$ cat config.mk
export PLATFORM = sky130hd
export DESIGN_NAME = kmp_ctrl
export DESIGN_NICKNAME = d
export VERILOG_FILES = /design/src/hdl/keyboard_matrix_port_unit_assert.svh /design/src/hdl/kmp_pkg.sv /design/src/hdl/kmp_ctrl.sv
export SDC_FILE = /design/constraint.sdc
export NUM_CORES = 1
export LEC_CHECK = 0
export BUFFER_PORTS_ARGS = -buffer_cell sky130_fd_sc_hd__buf_2
export CAP_MARGIN = 5
export CORE_AREA = 4 4 41 43
export DETAILED_ROUTE_END_ITERATION = 7
export DIE_AREA = 0 0 45 47
export GPL_ROUTABILITY_DRIVEN = 0
export GPL_TIMING_DRIVEN = 1
export HOLD_SLACK_MARGIN = 0.1
export MAX_ROUTING_LAYER = met4
export SYNTH_ARGS = -nofsm -noshare
export SYNTH_HDL_FRONTEND = slang
export SYNTH_SLANG_ARGS = --single-unit
$ cat constraint.sdc
create_clock -name clock -period 1.6 [get_ports clock]
set_input_delay 0 -clock clock [delete_from_list [all_inputs] [get_ports clock]]
set_output_delay 0 -clock clock [all_outputs]
set_load 0.05 [all_outputs]
$ cat src/hdl/keyboard_matrix_port_unit_assert.svh
// Assertion macros for the keyboard matrix port unit.
// Included by the top level; no other dependencies.
`ifndef KEYBOARD_MATRIX_PORT_UNIT_ASSERT_SVH
`define KEYBOARD_MATRIX_PORT_UNIT_ASSERT_SVH
`ifndef SYNTH
// Check that cons holds in the same cycle as ante.
`define KMP_ASSERT_IMPLY(label, clk, rst, ante, cons) \
   label: assert property (@(posedge clk) disable iff (rst) (ante) |-> (cons)) \
      else $error("keyboard matrix port check failed");
// Check that cons holds in the cycle after ante.
`define KMP_ASSERT_NEXT(label, clk, rst, ante, cons) \
   label: assert property (@(posedge clk) disable iff (rst) (ante) |=> (cons)) \
      else $error("keyboard matrix port check failed");
`else
`define KMP_ASSERT_IMPLY(label, clk, rst, ante, cons)
`define KMP_ASSERT_NEXT(label, clk, rst, ante, cons)
`endif
`endif

$ cat src/hdl/kmp_pkg.sv
// Shared types, constants and the key lookup table of the keyboard matrix port.
// No dependencies; used by the top level, the controller and the datapath.
`timescale 1ns / 1ps
`default_nettype none

package kmp_pkg;

   // Address window
   localparam int WINDOW_BASE = 3072;
   localparam int WINDOW_SIZE = 1024;
   localparam int INDEX_W     = $clog2(WINDOW_SIZE);

   localparam int         NUM_KEYS     = 78;
   localparam logic [10:0] DISTINCT_MAX = 11'd2047;
   localparam logic [31:0] ATTEMPT_MAX  = 32'hFFFF_FFFF;

   // Command codes
   localparam logic [2:0] CMD_READ  = 3'd0;
   localparam logic [2:0] CMD_PEEK  = 3'd1;
   localparam logic [2:0] CMD_KEY   = 3'd2;
   localparam logic [2:0] CMD_SET   = 3'd3;
   localparam logic [2:0] CMD_CLEAR = 3'd4;

   // Rows that read as idle even without a stored base byte
   localparam logic [15:0] IDLE_ROW_A = 16'h0DFF;
   localparam logic [15:0] IDLE_ROW_B = 16'h0F7F;
   localparam logic [15:0] IDLE_ROW_C = 16'h0FFE;
   localparam logic [7:0]  IDLE_BASE  = 8'hFF;

   typedef struct packed {
      logic [2:0]  cmd;
      logic [15:0] bus_address;
      logic [7:0]  response_byte;
      logic        response_known;
      logic [6:0]  key_number;
      logic        key_down;
   } req_type;

   typedef struct packed {
      logic        handled;
      logic        value_valid;
      logic [7:0]  read_byte;
      logic        accepted;
      logic [31:0] attempt_count;
      logic [10:0] distinct_count;
   } rsp_type;

   // One entry of the per-address store
   typedef struct packed {
      logic [7:0] base;
      logic       known;
      logic [7:0] pressed;
   } store_word_type;

   typedef struct packed {
      logic [15:0] addr;
      logic [7:0]  mask;
   } key_entry_type;

   // Controller to datapath
   typedef struct packed {
      logic accept;
      logic apply;
      logic sweep_all;
      logic sweep_vis;
   } ctrl_cmd_type;

   // Datapath to controller
   typedef struct packed {
      logic clear_item;
      logic sweep_last;
   } ctrl_status_type;

   function automatic logic in_window(input logic [15:0] a);
      logic [16:0] ext;
      logic [16:0] off;
      ext = {1'b0, a};
      off = ext - 17'(WINDOW_BASE);
      return (ext >= 17'(WINDOW_BASE)) && (off < 17'(WINDOW_SIZE));
   endfunction

   function automatic logic [INDEX_W-1:0] win_index(input logic [15:0] a);
      return INDEX_W'(a - 16'(WINDOW_BASE));
   endfunction

   function automatic logic idle_verified(input logic [15:0] a);
      return (a == IDLE_ROW_A) || (a == IDLE_ROW_B) || (a == IDLE_ROW_C);
   endfunction

   // Key number to matrix row address and column bit
   function automatic key_entry_type key_lookup(input logic [6:0] k);
      key_entry_type e;
      case (k)
         7'd0:  e = '{16'h0DFF, 8'h08};  7'd1:  e = '{16'h0DFF, 8'h10};
         7'd2:  e = '{16'h0DFF, 8'h04};  7'd3:  e = '{16'h0F7F, 8'h40};
         7'd4:  e = '{16'h0FEF, 8'h01};  7'd5:  e = '{16'h0FFB, 8'h02};
         7'd6:  e = '{16'h0FEF, 8'h02};  7'd7:  e = '{16'h0F7F, 8'h01};
         7'd8:  e = '{16'h0F7F, 8'h08};  7'd9:  e = '{16'h0F7F, 8'h20};
         7'd10: e = '{16'h0F7F, 8'h10};  7'd11: e = '{16'h0FFE, 8'h01};
         7'd12: e = '{16'h0FFE, 8'h02};  7'd13: e = '{16'h0FFE, 8'h04};
         7'd14: e = '{16'h0FFE, 8'h08};  7'd15: e = '{16'h0FFE, 8'h10};
         7'd16: e = '{16'h0FFE, 8'h20};  7'd17: e = '{16'h0FFE, 8'h40};
         7'd18: e = '{16'h0FFE, 8'h80};  7'd19: e = '{16'h0F7F, 8'h80};
         7'd20: e = '{16'h0FF7, 8'h80};  7'd21: e = '{16'h0FFB, 8'h01};
         7'd22: e = '{16'h0FFB, 8'h04};  7'd23: e = '{16'h0FFB, 8'h08};
         7'd24: e = '{16'h0FFB, 8'h10};  7'd25: e = '{16'h0FFB, 8'h20};
         7'd26: e = '{16'h0FFB, 8'h40};  7'd27: e = '{16'h0FFB, 8'h80};
         7'd28: e = '{16'h0FF7, 8'h01};  7'd29: e = '{16'h0FF7, 8'h02};
         7'd30: e = '{16'h0FF7, 8'h20};  7'd31: e = '{16'h0FEF, 8'h04};
         7'd32: e = '{16'h0FEF, 8'h08};  7'd33: e = '{16'h0FEF, 8'h10};
         7'd34: e = '{16'h0FEF, 8'h20};  7'd35: e = '{16'h0FEF, 8'h40};
         7'd36: e = '{16'h0FEF, 8'h80};  7'd37: e = '{16'h0FDF, 8'h01};
         7'd38: e = '{16'h0FDF, 8'h02};  7'd39: e = '{16'h0FDF, 8'h04};
         7'd40: e = '{16'h0FDF, 8'h08};  7'd41: e = '{16'h0FDF, 8'h10};
         7'd42: e = '{16'h0FDF, 8'h20};  7'd43: e = '{16'h0FDF, 8'h40};
         7'd44: e = '{16'h0FDF, 8'h80};  7'd45: e = '{16'h0FBF, 8'h01};
         7'd46: e = '{16'h0FBF, 8'h02};  7'd47: e = '{16'h0FBF, 8'h04};
         7'd48: e = '{16'h0FBF, 8'h08};  7'd49: e = '{16'h0FBF, 8'h10};
         7'd50: e = '{16'h0FBF, 8'h20};  7'd51: e = '{16'h0FBF, 8'h40};
         7'd52: e = '{16'h0FBF, 8'h80};  7'd53: e = '{16'h0F7F, 8'h02};
         7'd54: e = '{16'h0F7F, 8'h04};  7'd55: e = '{16'h0FF7, 8'h04};
         7'd56: e = '{16'h0FF7, 8'h08};  7'd57: e = '{16'h0FF7, 8'h10};
         7'd58: e = '{16'h0FF7, 8'h40};  7'd59: e = '{16'h0EFF, 8'h01};
         7'd60: e = '{16'h0EFF, 8'h02};  7'd61: e = '{16'h0EFF, 8'h04};
         7'd62: e = '{16'h0EFF, 8'h08};  7'd63: e = '{16'h0EFF, 8'h10};
         7'd64: e = '{16'h0EFF, 8'h20};  7'd65: e = '{16'h0EFF, 8'h40};
         7'd66: e = '{16'h0EFF, 8'h80};  7'd67: e = '{16'h0DFF, 8'h01};
         7'd68: e = '{16'h0DFF, 8'h02};  7'd69: e = '{16'h0FFD, 8'h01};
         7'd70: e = '{16'h0FFD, 8'h02};  7'd71: e = '{16'h0FFD, 8'h04};
         7'd72: e = '{16'h0FFD, 8'h08};  7'd73: e = '{16'h0FFD, 8'h10};
         7'd74: e = '{16'h0FFD, 8'h20};  7'd75: e = '{16'h0FFD, 8'h40};
         7'd76: e = '{16'h0FFD, 8'h80};
         default: e = '{16'h0000, 8'h00};
      endcase
      return e;
   endfunction

endpackage

`default_nettype wire

$ cat src/hdl/kmp_ctrl.sv
// Controller of the keyboard matrix port: sequences reset sweep, item
// accept, apply and the visited-flag sweep. Depends on kmp_pkg.
`timescale 1ns / 1ps
`default_nettype none

module kmp_ctrl (
   input  wire logic                     clock,
   input  wire logic                     reset,
   input  wire logic                     req_valid,
   output logic                          req_ready,
   output logic                          rsp_valid,
   input  wire logic                     rsp_ready,
   input  wire kmp_pkg::ctrl_status_type status,
   output kmp_pkg::ctrl_cmd_type         cmd
);

   typedef enum logic [1:0] {
      ST_SWEEP_ALL,
      ST_IDLE,
      ST_APPLY,
      ST_SWEEP_VIS
   } state_type;

   state_type state_ff, state_in;
   logic      rsp_valid_ff, rsp_valid_in;
   logic      out_free;

   assign out_free  = !rsp_valid_ff || rsp_ready;
   assign req_ready = (state_ff == ST_IDLE);
   assign rsp_valid = rsp_valid_ff;

   // Decode commands from the current state
   always_comb begin
      cmd.accept    = (state_ff == ST_IDLE) && req_valid;
      cmd.apply     = (state_ff == ST_APPLY) && out_free;
      cmd.sweep_all = (state_ff == ST_SWEEP_ALL);
      cmd.sweep_vis = (state_ff == ST_SWEEP_VIS);
   end

   // Next state and response valid
   always_comb begin
      state_in     = state_ff;
      rsp_valid_in = rsp_valid_ff && !rsp_ready;
      case (state_ff)
         ST_SWEEP_ALL, ST_SWEEP_VIS: begin
            if (status.sweep_last) begin
               state_in = ST_IDLE;
            end
         end
         ST_IDLE: begin
            if (req_valid) begin
               state_in = ST_APPLY;
            end
         end
         ST_APPLY: begin
            if (out_free) begin
               rsp_valid_in = 1'b1;
               state_in     = status.clear_item ? ST_SWEEP_VIS : ST_IDLE;
            end
         end
         default: begin
            state_in = ST_SWEEP_ALL;
         end
      endcase
   end

   // Hold state and the response valid flag
   always_ff @(posedge clock) begin
      if (reset) begin
         state_ff     <= ST_SWEEP_ALL;
         rsp_valid_ff <= 1'b0;
      end else begin
         state_ff     <= state_in;
         rsp_valid_ff <= rsp_valid_in;
      end
   end

endmodule

`default_nettype wire

==> impl_metrics.csv <==
group,metric,value,unit
cells_and_area,multi_input_area,203.9,um2
synthesis,yosysSeqAreaShare,0.2526,
timing,worst_slew_pin_slew,0.2677,ns
timing,post-route-min-period,1.517,ns
synthesis,synth_xor_area_frac,0,
synthesis,syn_nets,38,
grt,grt_max_degree,5,
power,switching_power,163.3,uW
synthesis,yosys.area_share.simple,0.2737,
synthesis,syn-cell-area,237.7,um2
clock_network,htree_levels,1,
floorplanning,die_w,45,um
timing,finalCritPeriodShare,0.9481,
critical_path,reg2reg_depth,5,
floorplanning,ioPinCount,12,
synthesis,synthCells,26,
hold_path,hold_depth,4,
timing,drv_slew,0,
route,dr_total_vias,242,
clock_network,cts_tree,"built",
outcome,status,"finished clean",
hold_path,holdCritPathClass,"in2reg",
cells_and_area,final_cell_mix,"buf_2 (11), ha_1 (4), nor2_1 (3), clkbuf_4 (3)",
floorplanning,fp-row-count,13,
grt,grt_antenna_before_repair,0,
placement,hpwl,460.2,um
hold_path,hold_end,"state_ff[0]",
critical_path,r2r_end,"state_ff[1]",
critical_path,crit_arrival,1.67,ns
power,swShare,0.4025,
timing,slew_headroom,0.8200,
power,p_int,242.4,uW
synthesis,yosysUniqueCellTypes,12,
cells_and_area,fillCellCount,147,
clock_network,clockRootBuffer,"clkbuf_4",
cells_and_area,antennaDiodeCount,0,
critical_path,endpoint_kind,"flop",
critical_path,start_kind,"flop",
power,p_per_area,1010,mW/mm2
clock_network,clock-sinks,3,
timing,max_freq,0.6592,GHz
synthesis,synth_compound_area_frac,0.1263,
route,viasPerCell,4.102,
synthesis,ys_seq_elements,3,
timing,setup_violations,0,
route,dr.pass1.iters,1,
grt,grt_pass1_wl,952,um
route,drc,0,
timing,finalHoldViolations,0,
route,drt-total-wl,541,um
timing,skew,0.0004482,ns
cells_and_area,finalCoreUtilization,0.3087,
timing,tns,0,ns
route,drtIter0Drc,0,
critical_path,worstPathMaxFanout,4,
power,ir_drop,0.0002772,V
cells_and_area,final_common_cell,"buf_2",
synthesis,yosysWarnings,0,
clock_network,clockBufferDepth,2,
cells_and_area,regArea,65.06,um2
route,antenna_left,0,
critical_path,crit_type,"reg2reg",
floorplanning,core_area,0.001301,mm2
synthesis,synth_top_family_by_area,"adder cells",
synthesis,synth_mux_area_frac,0,
placement,io_buffers,11,
grt,grt_pass1_vias,253,
run,cap_violations,0,
clock_network,numCtsBuffers,3,
floorplanning,floorplan.initialDensity,0.1827,
power,power_frac_seq,0.228,
grt,track_usage,0.06515,
critical_path,rrSetupSlack,0.08,ns
critical_path,worstPathRequired,1.76,ns
floorplanning,dieArea,0.002115,mm2
route,wl_per_cell,9.169,um
cells_and_area,fin_nets,57,
power,clock_power_share,0.315,
clock_network,post-cts-setup-buffers,0,
synthesis,synthAdderAreaFrac,0.3158,
clock_network,clkSlewWorstSetupHoldPaths,0.03,ns
grt,overflow,0,
cells_and_area,drive_gt1_frac,0.5682,
hold_path,min_from,"status[0]",
power,power.total,405.7,uW
cells_and_area,synthToLayoutAreaGrowth,68.95,%
power,comb_power_share,0.457,
timing,rsz0062_at_grt,"false",
power,leakage,0.1993,nW
clock_network,insertion_delay,0.23,ns
synthesis,syn_area_per_cell,9.143,um2
critical_path,r2r_start,"state_ff[1]",
floorplanning,die_h,47,um
flip-flops by register name, indices dropped and copies added (netlist names):
signal,flops
state_ff,2
rsp_valid,1
Yosys cell counts, drive strengths merged:
master	count	share of area
and3b	1	0.037
ha	6	0.32
or4b	1	0.042
o31ai	2	0.063
and2b	1	0.037
and2	1	0.026
inv	2	0.032
dfxtp	3	0.25
nor2	3	0.047
nor2b	2	0.053
or4	1	0.032
a21oi	3	0.063
metal layers:
metal	GRT usage	routed length [um]	vias to the layer above
met5	-	0	-
met1	0.07240	240	107
met3	0.02299	46	0
met4	0.03509	0	0
li1	-	-	126
met2	0.1017	255	9
worst max path at each step:
stage                           start  cells past startpoint     endpoint
final                     state_ff[1]                      5  state_ff[1]
after global routing      state_ff[1]                      5  state_ff[1]
after CTS                 state_ff[1]                      5  state_ff[1]
after detailed placement  state_ff[1]                      5  state_ff[1]
after global placement    state_ff[0]                      5  state_ff[1]
after floorplan           state_ff[1]                      5  state_ff[1]
power groups by stage:
stage	clock [mW]	combinational (mW)	sequential [mW]
finish	0.128	0.185	0.0926
global route	0.144	0.203	0.0950
CTS	0.134	0.180	0.0909
detailed placement	0	0.177	0.0920
global placement	0	0.178	0.0917
floorplan	0	0.131	0.102
kinds of logic (layout without fill, tap and decap cells):
group           count (synthesis)  after routing
simple gates                   10             10
fa+ha+maj                       6              6
compound gates                  5              5
flops                           3              3
buf+inv                         2             20
through the flow:
stage,instance area [um2],worst slack (ns),hold slack [ns],instances
finish,401.6,0.08303,0.2254,59
global route,401.6,0.003378,0.2398,59
CTS,376.6,0.04217,0.2131,59
detailed placement,340.3,0.05023,0.1927,54
global placement,340.3,0.07294,0.1955,54
floorplan,251.5,0.05492,0.06165,26
critical path: stages, from the launching register on:
cell and delay [ns]:
dfxtp_4 0.36, inv_1 0.09, ha_4 0.17, nor2b_1 0.16
or4b_4 0.52, a21oi_2 0.14
area by class of cell:
type                       count  share of cell area
sequential                     3              0.1620
inverter                       2             0.01869
clock buffer                   4             0.06542
timing repair buffer          14              0.1994
tap                           15             0.04673
multi-input combinational     21              0.5078
what timing repair did:
item,4_1_cts,5_1_grt
resized for setup,0,8
endpoints found under the setup margin,0,2
hold buffers,1,0
hold endpoints to repair,3,0
Note: power is estimated with default switching activity, not from simulation.
